===== src/least_squares_line_fit_top_assert.svh =====
// ----------------------------------------------------------------------------
// least squares line fit assertion macros
// concurrent check wrappers, removable by defining NO_ASSERTIONS
// ----------------------------------------------------------------------------
`ifndef LEAST_SQUARES_LINE_FIT_TOP_ASSERT_SVH
`define LEAST_SQUARES_LINE_FIT_TOP_ASSERT_SVH

`ifndef NO_ASSERTIONS

// same-cycle implication, disabled during reset
`define LSLF_ASSERT_SAME(label, clk, rst_n, ante, cons) \
    label: assert property (@(posedge clk) disable iff (!(rst_n)) (ante) |-> (cons)) \
        else $error("lslf assertion failed");

// next-cycle implication, disabled during reset
`define LSLF_ASSERT_NEXT(label, clk, rst_n, ante, cons) \
    label: assert property (@(posedge clk) disable iff (!(rst_n)) (ante) |=> (cons)) \
        else $error("lslf assertion failed");

`else

`define LSLF_ASSERT_SAME(label, clk, rst_n, ante, cons)
`define LSLF_ASSERT_NEXT(label, clk, rst_n, ante, cons)

`endif

`endif


===== src/lslf_pkg.sv =====
// ----------------------------------------------------------------------------
// least squares line fit package
// fixed widths of coefficients, accumulators and results
// ----------------------------------------------------------------------------
package lslf_pkg;

    localparam int COEF_WIDTH = 24;
    localparam int COEF_FRAC  = 21;
    localparam int ACC_WIDTH  = 48;
    localparam int OUT_WIDTH  = 32;

    localparam longint COEF_MAX = 64'sd8388607;
    localparam longint COEF_MIN = -64'sd8388608;
    localparam longint OUT_MAX  = 64'sd2147483647;
    localparam longint OUT_MIN  = -64'sd2147483648;

    typedef logic signed [COEF_WIDTH-1:0] coef_t;
    typedef logic signed [ACC_WIDTH-1:0]  acc_t;
    typedef logic signed [OUT_WIDTH-1:0]  out_value_t;

endpackage


===== src/least_squares_line_fit_top.sv =====
// ----------------------------------------------------------------------------
// least squares line fit
// straight-line fit over vectors of samples: slope and centre offset
// ----------------------------------------------------------------------------
// Fits a least-squares line to every vector of VECTOR_LENGTH samples, with
// element i placed at x = i - VECTOR_LENGTH/2. Samples (signed, the low
// SAMPLE_WIDTH bits of s_axis_tdata) are taken one per clock, and the block
// sustains one sample per cycle for as long as the result side keeps up,
// since each sample costs one multiply and one 48-bit accumulate per weight.
// After the last sample of a vector the slope (low 32 bits of m_axis_tdata)
// and the offset at the centre index (high 32 bits), both signed Q28.4 for
// integer samples, rounded and saturated, leave after passing through stage
// a, stage b, the sum stage and the output register. The weights live in two
// ROMs built at elaboration from VECTOR_LENGTH; there is no configuration
// and no start-up sweep. VECTOR_LENGTH must be even.
// ----------------------------------------------------------------------------
`include "least_squares_line_fit_top_assert.svh"

module least_squares_line_fit_top #(
    parameter int VECTOR_LENGTH = 64,
    parameter int SAMPLE_WIDTH  = 16
) (
    input  logic                                   aclk,
    input  logic                                   aresetn,
    // input stream
    input  logic                                   s_axis_tvalid,
    output logic                                   s_axis_tready,
    // fields: sample [SAMPLE_WIDTH-1:0], zero-filled to whole bytes
    input  logic [((SAMPLE_WIDTH+7)/8)*8-1:0]      s_axis_tdata,
    // result stream
    output logic                                   m_axis_tvalid,
    input  logic                                   m_axis_tready,
    // fields: slope_value [31:0], offset_value [63:32]
    output logic [2*lslf_pkg::OUT_WIDTH-1:0]       m_axis_tdata
);

    import lslf_pkg::*;

    // ------------------------------------------------------------------------
    // elaboration-time weight tables
    // ------------------------------------------------------------------------
    localparam int PosWidth  = $clog2(VECTOR_LENGTH);
    localparam int ProdWidth = COEF_WIDTH + SAMPLE_WIDTH;
    localparam int OutShift  = SAMPLE_WIDTH + 1;
    localparam longint Half  = VECTOR_LENGTH / 2;
    localparam logic [PosWidth-1:0] LastPos = PosWidth'(VECTOR_LENGTH - 1);

    // sum of positions over one vector
    function automatic longint calc_sum_x();
        longint acc;
        acc = 0;
        for (int i = 0; i < VECTOR_LENGTH; i++) begin
            acc += longint'(i) - Half;
        end
        return acc;
    endfunction

    // sum of squared positions over one vector
    function automatic longint calc_sum_x2();
        longint acc;
        longint x;
        acc = 0;
        for (int i = 0; i < VECTOR_LENGTH; i++) begin
            x = longint'(i) - Half;
            acc += x * x;
        end
        return acc;
    endfunction

    localparam longint SumX    = calc_sum_x();
    localparam longint SumX2   = calc_sum_x2();
    localparam longint DenRaw  = longint'(VECTOR_LENGTH) * SumX2 - SumX * SumX;
    localparam longint WeightDen = (DenRaw > 0) ? DenRaw : 64'sd1;
    localparam longint HalfDen = WeightDen / 2;

    // round to Q2.21, ties away from zero, saturate to the coefficient range
    function automatic coef_t quantize_weight(input longint num);
        longint mag;
        longint q;
        mag = (num < 0) ? -num : num;
        q = ((mag <<< COEF_FRAC) + HalfDen) / WeightDen;
        if (num < 0) begin
            q = -q;
        end
        if (q > COEF_MAX) begin
            q = COEF_MAX;
        end
        if (q < COEF_MIN) begin
            q = COEF_MIN;
        end
        return COEF_WIDTH'(q);
    endfunction

    function automatic coef_t slope_weight(input int idx);
        longint x;
        x = longint'(idx) - Half;
        return quantize_weight(longint'(VECTOR_LENGTH) * x - SumX);
    endfunction

    function automatic coef_t offset_weight(input int idx);
        longint x;
        x = longint'(idx) - Half;
        return quantize_weight(SumX2 - SumX * x);
    endfunction

    // coefficient roms, read through a register at the input stage
    coef_t slope_rom  [VECTOR_LENGTH];
    coef_t offset_rom [VECTOR_LENGTH];

    for (genvar g = 0; g < VECTOR_LENGTH; g++) begin : g_rom
        assign slope_rom[g]  = slope_weight(g);
        assign offset_rom[g] = offset_weight(g);
    end

    // ------------------------------------------------------------------------
    // pipeline registers
    // ------------------------------------------------------------------------
    // element position within the current vector
    logic [PosWidth-1:0]            pos_reg, pos_next;

    // stage a: sample and its two weights
    logic                           a_valid_reg, a_valid_next;
    logic                           a_last_reg;
    logic signed [SAMPLE_WIDTH-1:0] a_sample_reg;
    coef_t                          a_slope_coef_reg;
    coef_t                          a_offset_coef_reg;

    // stage b: weighted samples
    logic                           b_valid_reg, b_valid_next;
    logic                           b_last_reg;
    logic signed [ProdWidth-1:0]    b_slope_prod_reg;
    logic signed [ProdWidth-1:0]    b_offset_prod_reg;

    // running sums
    acc_t                           slope_acc_reg;
    acc_t                           offset_acc_reg;

    // finished vector sums waiting for rounding
    logic                           r_valid_reg, r_valid_next;
    acc_t                           r_slope_sum_reg;
    acc_t                           r_offset_sum_reg;

    // output register
    logic                           m_valid_reg, m_valid_next;
    out_value_t                     m_slope_reg;
    out_value_t                     m_offset_reg;

    // ------------------------------------------------------------------------
    // flow control: each stage moves when the one after it has room
    // ------------------------------------------------------------------------
    logic out_free;   // output register empty or being drained
    logic r_ready;    // sum stage can take a finished vector
    logic b_fire;     // stage b hands its products to the accumulators
    logic a_fire;     // stage a moves into stage b
    logic s_fire;     // input transfer

    assign out_free      = !m_valid_reg || m_axis_tready;
    assign r_ready       = !r_valid_reg || out_free;
    assign b_fire        = b_valid_reg && (!b_last_reg || r_ready);
    assign a_fire        = a_valid_reg && (!b_valid_reg || b_fire);
    assign s_axis_tready = !a_valid_reg || a_fire;
    assign s_fire        = s_axis_tvalid && s_axis_tready;

    // ------------------------------------------------------------------------
    // datapath helpers
    // ------------------------------------------------------------------------
    acc_t slope_prod_ext;
    acc_t offset_prod_ext;
    acc_t slope_acc_sum;
    acc_t offset_acc_sum;

    // products wrap into the 48-bit accumulators
    assign slope_prod_ext  = ACC_WIDTH'(b_slope_prod_reg);
    assign offset_prod_ext = ACC_WIDTH'(b_offset_prod_reg);
    assign slope_acc_sum   = slope_acc_reg + slope_prod_ext;
    assign offset_acc_sum  = offset_acc_reg + offset_prod_ext;

    // rounding: add half an lsb of the result, arithmetic shift, saturate
    localparam logic signed [ACC_WIDTH:0] RoundBias = (ACC_WIDTH+1)'(1) << SAMPLE_WIDTH;
    localparam logic signed [ACC_WIDTH:0] SatMax    = (ACC_WIDTH+1)'(OUT_MAX);
    localparam logic signed [ACC_WIDTH:0] SatMin    = (ACC_WIDTH+1)'(OUT_MIN);

    logic signed [ACC_WIDTH:0] slope_rnd;
    logic signed [ACC_WIDTH:0] offset_rnd;
    out_value_t                slope_sat;
    out_value_t                offset_sat;

    always_comb begin
        slope_rnd  = ((ACC_WIDTH+1)'(r_slope_sum_reg) + RoundBias) >>> OutShift;
        offset_rnd = ((ACC_WIDTH+1)'(r_offset_sum_reg) + RoundBias) >>> OutShift;
        if (slope_rnd > SatMax) begin
            slope_sat = OUT_WIDTH'(OUT_MAX);
        end else if (slope_rnd < SatMin) begin
            slope_sat = OUT_WIDTH'(OUT_MIN);
        end else begin
            slope_sat = OUT_WIDTH'(slope_rnd);
        end
        if (offset_rnd > SatMax) begin
            offset_sat = OUT_WIDTH'(OUT_MAX);
        end else if (offset_rnd < SatMin) begin
            offset_sat = OUT_WIDTH'(OUT_MIN);
        end else begin
            offset_sat = OUT_WIDTH'(offset_rnd);
        end
    end

    // ------------------------------------------------------------------------
    // next-state logic for control
    // ------------------------------------------------------------------------
    always_comb begin
        pos_next = pos_reg;
        if (s_fire) begin
            pos_next = (pos_reg == LastPos) ? '0 : pos_reg + 1'b1;
        end

        a_valid_next = a_valid_reg;
        if (s_fire) begin
            a_valid_next = 1'b1;
        end else if (a_fire) begin
            a_valid_next = 1'b0;
        end

        b_valid_next = b_valid_reg;
        if (a_fire) begin
            b_valid_next = 1'b1;
        end else if (b_fire) begin
            b_valid_next = 1'b0;
        end

        r_valid_next = r_valid_reg;
        if (b_fire && b_last_reg) begin
            r_valid_next = 1'b1;
        end else if (out_free) begin
            r_valid_next = 1'b0;
        end

        m_valid_next = m_valid_reg;
        if (out_free) begin
            m_valid_next = r_valid_reg;
        end
    end

    // ------------------------------------------------------------------------
    // control registers
    // ------------------------------------------------------------------------
    always_ff @(posedge aclk) begin
        if (!aresetn) begin
            pos_reg        <= '0;
            a_valid_reg    <= 1'b0;
            b_valid_reg    <= 1'b0;
            r_valid_reg    <= 1'b0;
            m_valid_reg    <= 1'b0;
            slope_acc_reg  <= '0;
            offset_acc_reg <= '0;
        end else begin
            pos_reg     <= pos_next;
            a_valid_reg <= a_valid_next;
            b_valid_reg <= b_valid_next;
            r_valid_reg <= r_valid_next;
            m_valid_reg <= m_valid_next;
            // sums clear after the last element of a vector
            if (b_fire) begin
                if (b_last_reg) begin
                    slope_acc_reg  <= '0;
                    offset_acc_reg <= '0;
                end else begin
                    slope_acc_reg  <= slope_acc_sum;
                    offset_acc_reg <= offset_acc_sum;
                end
            end
        end
    end

    // ------------------------------------------------------------------------
    // payload registers
    // ------------------------------------------------------------------------
    always_ff @(posedge aclk) begin
        // stage a: registered rom read with the sample
        if (s_fire) begin
            a_sample_reg      <= s_axis_tdata[SAMPLE_WIDTH-1:0];
            a_slope_coef_reg  <= slope_rom[pos_reg];
            a_offset_coef_reg <= offset_rom[pos_reg];
            a_last_reg        <= (pos_reg == LastPos);
        end
        // stage b: one multiplier per weight
        if (a_fire) begin
            b_slope_prod_reg  <= a_slope_coef_reg * a_sample_reg;
            b_offset_prod_reg <= a_offset_coef_reg * a_sample_reg;
            b_last_reg        <= a_last_reg;
        end
        // finished vector sums
        if (b_fire && b_last_reg) begin
            r_slope_sum_reg  <= slope_acc_sum;
            r_offset_sum_reg <= offset_acc_sum;
        end
        // rounded, saturated result
        if (out_free && r_valid_reg) begin
            m_slope_reg  <= slope_sat;
            m_offset_reg <= offset_sat;
        end
    end

    assign m_axis_tvalid = m_valid_reg;
    assign m_axis_tdata  = {m_offset_reg, m_slope_reg};

    // ------------------------------------------------------------------------
    // assertions
    // ------------------------------------------------------------------------
    `LSLF_ASSERT_NEXT(a_pos_wrap, aclk, aresetn,
        s_fire && pos_reg == LastPos, pos_reg == '0)
    `LSLF_ASSERT_NEXT(a_acc_clear, aclk, aresetn,
        b_fire && b_last_reg, slope_acc_reg == '0 && offset_acc_reg == '0)
    `LSLF_ASSERT_NEXT(a_last_held, aclk, aresetn,
        b_valid_reg && b_last_reg && !r_ready, b_valid_reg && b_last_reg)
    `LSLF_ASSERT_NEXT(a_sum_kept, aclk, aresetn,
        r_valid_reg && !out_free, r_valid_reg && $stable(r_slope_sum_reg))
    `LSLF_ASSERT_SAME(a_no_overrun, aclk, aresetn,
        b_fire && b_last_reg, r_ready)

endmodule


===== config.mk =====
export PLATFORM = sky130hd
export DESIGN_NAME = least_squares_line_fit_top
export DESIGN_NICKNAME = d
export VERILOG_FILES = /design/src/lslf_pkg.sv /design/src/least_squares_line_fit_top.sv
export VERILOG_INCLUDE_DIRS = /design/src /design/src/src
export SDC_FILE = /design/constraint.sdc
export NUM_CORES = 1
export LEC_CHECK = 0
export ABC_AREA = 1
export BUFFER_PORTS_ARGS = -buffer_cell sky130_fd_sc_hd__buf_2
export CAP_MARGIN = 20
export CORE_MARGIN = 3
export CORE_UTILIZATION = 40
export CTS_BUF_LIST = sky130_fd_sc_hd__clkbuf_4 sky130_fd_sc_hd__clkbuf_8
export DETAILED_ROUTE_END_ITERATION = 8
export HOLD_SLACK_MARGIN = 0.03
export SYNTH_ARGS = -nofsm -noshare
export SYNTH_HDL_FRONTEND = slang
export SYNTH_SLANG_ARGS = --single-unit

===== constraint.sdc =====
create_clock -name aclk -period 7.57 [get_ports aclk]
set_input_delay 0.757 -clock aclk [delete_from_list [all_inputs] [get_ports aclk]]
set_output_delay 0.757 -clock aclk [all_outputs]
set_load 0.02 [all_outputs]

### Yosys cells after proc, flatten, opt, wreduce, memory -nomap -nowiden

Memory sizes are Yosys's and may differ from the RTL's. A register that Yosys moved wholly into a read port is not among the register bits.
Cells that the tools add are included.

* flip-flop bits (word level): 364
* ROM bits: 3072
* input bits: 20
* output and inout port bits: 66
* memories: 2

Memory list
* (no name shown): depth 64, bits a word 24, read ports 1, clocked after Yosys merged registers in 1, wr ports 0, line least_squares_line_fit_top.sv:282 `a_offset_coef_reg <= offset_rom[pos_reg];`
* (no name shown): depth 64, bits a word 24, read ports 1, clocked after Yosys merged registers in 1, wr ports 0, line least_squares_line_fit_top.sv:281 `a_slope_coef_reg <= slope_rom[pos_reg];`

* add/sub/neg operators: 5
* $mul: 2
* $lt $le $gt $ge: 4
* equal/unequal tests: 1
* multiplexer cells: 11
* bitwise gates (word level): 1
* reduce and logical (&&, ||, !) cells: 18

Operators with widths (count)
* 48-bit by 18-bit adder with 49-bit output (second input constant): 2
* 48-bit by 40-bit adder with 48-bit output: 2
* 48-bit 2-to-1 mux: 2
* 24-bit by 16-bit multiplier with 40-bit output: 2
* 32-bit greater-than comparator (second input constant): 2
* 32-bit < comparator (second input constant): 2
* 32-bit 2-to-1 mux: 2
* 6-bit NOT with 7-bit output: 1
* 6-bit by 1-bit adder with 6-bit output (second input constant): 1
* 6-bit == test (second input constant): 1
* 1-bit 2-to-1 mux: 6
* 6-bit 2-to-1 mux: 1
* 2-bit nonzero test: 3
* 1-bit logical AND: 5
* 1-bit logical NOT: 5
* 1-bit logical OR: 5

### Longest topological paths before layout

Gate-level depths: netlist of run 1.

* word-level depth: 10
* depth in mapped cells: 28
* mapped depth without buffers: 27

### Worst setup path before layout of run 1

OpenSTA, ideal clock, no wires.

* kind: input to register
* start point: input port m_axis_tready
* end point: register b_last_reg (enable)
* data arrival time: 7080 ps
* required time: 6936 ps
* path slack: -144 ps
* stages: 8
* path through: inv_1 -> nand2_1 -> nor2_1 -> nand2_1 -> nand2_1 -> buf_2 -> buf_1 -> a21boi_0

* cells in the longest elaborated chain, start to end: 6

RTL lines
* from (decl): line least_squares_line_fit_top.sv:32 `input logic m_axis_tready,`
* 1-bit logical OR: line least_squares_line_fit_top.sv:157 `assign out_free = !m_valid_reg || m_axis_tready;`
* 1-bit logical OR: line least_squares_line_fit_top.sv:158 `assign r_ready = !r_valid_reg || out_free;`
* 1-bit logical OR: line least_squares_line_fit_top.sv:159 `assign b_fire = b_valid_reg && (!b_last_reg || r_ready);`
* 1-bit logical AND: line least_squares_line_fit_top.sv:159
* 1-bit logical OR: line least_squares_line_fit_top.sv:160 `assign a_fire = a_valid_reg && (!b_valid_reg || b_fire);`
* 1-bit logical AND: line least_squares_line_fit_top.sv:160
* named net a_fire: line least_squares_line_fit_top.sv:154 `logic a_fire;`
* to (signal assigned): line least_squares_line_fit_top.sv:289 `b_last_reg <= a_last_reg;`
* to (decl): line least_squares_line_fit_top.sv:130 `logic b_last_reg;`

The timed path passes the listed nets, and every way through them passes these cells.
A chain may end at the register's enable or synchronous reset.

### Worst setup path after layout of run 1

* start point: register a_slope_coef_reg[22]
* end point: register b_slope_prod_reg[31] (data pin)

* cells in the longest elaborated chain, start to end: 1

RTL lines
* from (decl): line least_squares_line_fit_top.sv:125 `coef_t a_slope_coef_reg;`
* 24-bit by 16-bit multiplier with 40-bit output: line least_squares_line_fit_top.sv:287 `b_slope_prod_reg <= a_slope_coef_reg * a_sample_reg;`
* to (signal assigned): line least_squares_line_fit_top.sv:287
* to (decl): line least_squares_line_fit_top.sv:131 `logic signed [ProdWidth-1:0] b_slope_prod_reg;`

No other way between the ends.

==> metrics.cfg, run 1 <==
[floorplan]
start_util_pct=40.6
die_h_um=304
die_x_um=304
core-area_um2=87300
die_area_um2=92200
ios=86
rows=108

[logic_synthesis]
synth_cells=4674
synth_common_cells=nand2_1, inv_1, fa_1, ha_1, nor2_1
synth_area_per_cell_um2=7.58
synth_area_leader_cell=edfxtp_1
ys_seq_elements=338
yosys.area_share.simple_pct=23.4
yosysWarnings=0
synth_seq_area_share_pct=25.7
synth_top_area_share_pct=19.9
synth.net_count=5323
synthTopCellsByArea=edfxtp_1, fa_1, nand2_1, inv_1, ha_1
synth.most_common_cell=nand2_1
async_flop_share_pct=0
synth_xor_area_share_pct=3.07
synth_compound_area_share_pct=5.49
synth_flop_cell=edfxtp_1
synth_cell_types=42
synth.area.mux_share_pct=0
synth_edf_count=235
synth_top_family_by_area=adder cells
syn_area_um2=35400
synth-adder-area-share_pct=29.2

[sta]
relSlewSlack_pct=37.1
setup_viol=0
clock.fmax_mhz=148
period_share_pct=89.4
fin_worst_skew_ps=39.7
fin_crit_ps=6770
finalMaxSlewViolations=0
grt_setup_unrepaired=false
hold_violations=0
tightest_slew_ps=944
tns_ps=0

[detailed_routing]
vias=28817
routed_via_density=4.82
drtAntennaViolNets=0
first_pass_iters=5
route.detailed.drc=0
drt_iter0_markers=2046
wire_per_inst_um=15.8
wirelength_mm=94.5

[placement]
gp_congestion=0.938
hpwlAfterDp_mm=79.4
io_buffers=85

[clock_network]
cts_buffer_depth=3
h-tree-depth=2
numCtsBuffers=61
cts.reportedPaths.clkPinSlew_ps=60
post_cts_buffers=0
tritoncts=built
cts_hold_buf=0
clkSinkCount=338
root_buffer=clkbuf_8
cts_resized=0
clk_latency_ps=720

[run]
drv_cap=0

[finish]
syn_to_final_growth_pct=9.14
largest_reg_flops=48
final_nets=5419
drive_gt1_share_pct=5.47

[critical_path]
slowest_stage=fa_1
crit_type=reg -> reg
endpoint_kind=register
crit_required_ps=8000
cp_cell_sequence=nand2_1, inv_1, fa_1, inv_1, fa_1, fa_1, fa_1, inv_1, fa_1, inv_1, fa_1, inv_1, ha_1, a21oi_1, a21boi_0, nor2_1, nor2_1, nand3_1, xor2_1
critPathLaunchType=register
critPathArrivalTime_ps=7200
cp_num_buf_inv=5
path_max_fanout=17
max_stage_delay_ps=750
crit_top_cell=fa_1
path_delay_family=adder cells

[global_route]
antenna_found_initial=4
grt_pass1_vias=27868
grt_overflow_total=0
grt_max_degree=79
grt_usage_pct=21.0
grt_pass1_wl_mm=152

[status]
outcome=finished clean

[worst_hold_path]
holdCritPathClass=in -> reg

## kinds of logic after synthesis
| family | Yosys count |
|---|---|
| xor gates and xnor gates | 124 |
| and+or+nand+nor | 1992 |
| buffers and inverters | 1239 |
| DFF | 338 |
| AOI/OAI and AO/OA | 352 |
| adders and majority gates | 629 |
## cell type report
cell class,instances,area [um^2]
fillers,8996,48600
multi-input cells,3097,21700
flip-flops and latches,338,9120
inverters,1167,4380
well taps,1155,1450
clock buffers,87,1110
repair buffers,105,588
clock inverters,28,333
diodes,3,7.51
## through the flow
stage / hold WS (ps) / worst slack, ps / area, um^2 / utilization, % / cells
floorplan: 400 / 1410 / 35400 / - / 4674
global placement: 404 / 903 / 37200 / 42.6 / 5861
detailed placement: 412 / 846 / 37200 / 42.6 / 5861
CTS: 116 / 741 / 38600 / 44.3 / 5976
global route: 146 / 282 / 38700 / 44.3 / 5979
finish: 213 / 804 / 38700 / 44.3 / 5980
## cell usage in the layout, fill, tap and decap left out, types with 54 or more instances in the layout
cell / n
nand2_1: 1300
inv_1: 1162
fa_1: 327
ha_1: 302
nor2_1: 275
edfxtp_1: 235
a21oi_1: 219
nand3_1: 206
dfxtp_1: 103
xor2_1: 102
buf_2: 85
clkbuf_8: 73
and2_1: 58
o21ai_0: 54
## worst paths after layout
check | from | endpoint | slack (ps) | cells after the start
max | a_slope_coef_reg[22] | b_slope_prod_reg[31] | 800 | 19
min | s_axis_tdata[14] | a_sample_reg[14] | 210 | 1
max reg2reg | a_slope_coef_reg[22] | b_slope_prod_reg[31] | 800 | 19
min reg2reg | a_last_reg | b_last_reg | 410 | 0
## routing by layer
metal,part of all wire [%],global-route usage [%],vias to the layer above
li1,-,-,14393
met4,1.6,4.60,2
met2,42,31.3,797
met1,50,32.4,13524
met3,7.0,2.83,101
met5,0.014,0,-
Power of run 1 is not shown: default switching activity piles up to over one toggle a cycle in this logic, so the estimate is an artifact.
==> run 2, diff against run 1 <==
--- a/config.mk
+++ b/config.mk
@@ -10,10 +10,11 @@
 export BUFFER_PORTS_ARGS = -buffer_cell sky130_fd_sc_hd__buf_2
 export CAP_MARGIN = 20
 export CORE_MARGIN = 3
-export CORE_UTILIZATION = 40
+export CORE_UTILIZATION = 50
 export CTS_BUF_LIST = sky130_fd_sc_hd__clkbuf_4 sky130_fd_sc_hd__clkbuf_8
 export DETAILED_ROUTE_END_ITERATION = 8
 export HOLD_SLACK_MARGIN = 0.03
+export PLACE_DENSITY = 0.69
 export SYNTH_ARGS = -nofsm -noshare
 export SYNTH_HDL_FRONTEND = slang
 export SYNTH_SLANG_ARGS = --single-unit
==> run 2 against run 1 <==
Net effect:
- worst hold slack improved by 46 ps
- critical path depth increased by 3
- global-route usage increased by 4.3 points
- sequential share of layout area increased by 0.21 points
- first-iteration DRC count increased by 19%
- register-to-register slack got worse by 30 ps
- final area decreased by 0.88%
- maximum frequency decreased by 0.44%
- final cell count decreased by 3.8%
- non-clock buffer count decreased by 4
- via count increased by 0.52%
- die area decreased by 20%
==> metrics.cfg, run 2 (synthesized netlist as in run 1, its figures left out) <==
[status]
outcome=finished clean

[floorplan]
die_h_um=272
die_x_um=272
core-area_um2=69400
die_area_um2=74100
rows=96
start_util_pct=51.0
ios=86

[critical_path]
critPathArrivalTime_ps=7320
crit_required_ps=8100
critPathLaunchType=register
crit_type=reg -> reg
cp-startpoint=a_sample_reg[2]
worstReg2RegStart=a_sample_reg[2]
endpoint_kind=register
path_max_fanout=13

[clock_network]
cts.reportedPaths.clkPinSlew_ps=70
clkSinkCount=338
cts_hold_buf=0
tritoncts=built
cts_resized=0
cts_buffer_depth=3
h-tree-depth=2
numCtsBuffers=61
clk_latency_ps=700
root_buffer=clkbuf_8
post_cts_buffers=0

[detailed_routing]
wire_per_inst_um=15.9
wirelength_mm=91.6
route.detailed.drc=0
routed_via_density=5.04
drt_iter0_markers=2438
drtAntennaViolNets=0
vias=28968
first_pass_iters=6

[finish]
largest_reg_flops=48
final_common_cell=nand2_1
final_cell_mix=nand2_1, inv_1, fa_1, ha_1, nor2_1
syn_to_final_growth_pct=8.18
nFillCells=6746
drive_gt1_share_pct=5.44
final_nets=5415

[sta]
period_share_pct=89.8
finalMaxSlewViolations=0
tns_ps=0
setup_viol=0
relSlewSlack_pct=29.0
fin_crit_ps=6800
hold_violations=0
clock.fmax_mhz=147
grt_setup_unrepaired=false
tightest_slew_ps=1050
fin_worst_skew_ps=48.0

[worst_hold_path]
hp-start=s_axis_tdata[0]
holdCritPathClass=in -> reg

[global_route]
grt_overflow_total=0
grt_pass1_wl_mm=149
antenna_found_initial=1
grt_max_degree=79
grt_usage_pct=25.3
grt_pass1_vias=28178

[run]
drv_cap=0

[placement]
gp_congestion=0.962
hpwlAfterDp_mm=76.8
io_buffers=85

run 2: through the flow:
| step | cells | hold WS (ps) | worst slack (ps) | utilization, % | area, um^2 |
|---|---|---|---|---|---|
| 5_1_grt | 5750 | 221 | 330 | 55.2 | 38300 |
| 3_5_place_dp | 5633 | 461 | 823 | 53.1 | 36900 |
| 6_report | 5750 | 259 | 774 | 55.2 | 38300 |
| 4_1_cts | 5748 | 206 | 791 | 55.2 | 38300 |
| 3_3_place_gp | 5633 | 456 | 812 | 53.1 | 36900 |
| 2_1_floorplan | 4674 | 400 | 1410 | - | 35400 |
run 2: per-layer routing:
layer  part of all wire, %  wire, um  GRT usage, %
met1                    48     44200          38.3
met2                    42     38400          37.8
met3                   7.4      6810          3.74
met4                   2.4      2200          6.75
met5                     0         0             0
run 2: path summary, 6_finish.rpt:
check                           cells past startpoint  slack (ps)              endpoint
worst min register to register                      2         470    offset_acc_reg[38]
worst max-delay path                               22         770  b_slope_prod_reg[38]
worst max register to register                     22         770  b_slope_prod_reg[38]
worst min-delay path                                1         260       a_sample_reg[0]
run 2: layout make-up:
cell class,count,area [um^2],share of cell area (%)
Antenna cell,1,2.50,0.00653
Clock buffer,73,955,2.49
Clock inverter,42,464,1.21
Inverter,1167,4380,11.4
Multi-Input combinational cell,3097,21700,56.6
Sequential cell,338,9120,23.8
Tap cell,931,1160,3.04
Timing Repair Buffer,101,558,1.46
run 2: critical path, cell delays in order (launching register included):
cell and delay, ps:
edfxtp_1 620, nand2_1 220, inv_1 110, fa_1 640
inv_1 160, fa_1 780, inv_1 270, fa_1 600
fa_1 440, fa_1 540, inv_1 60, fa_1 540
inv_1 50, ha_1 360, a21oi_1 230, nor2_1 70
nor2_1 200, o21ai_0 140, a21oi_1 160, nand2_1 120
nand3_1 90, nand3_1 120, nand2_1 90
Power of run 2 is left out for the same reason.
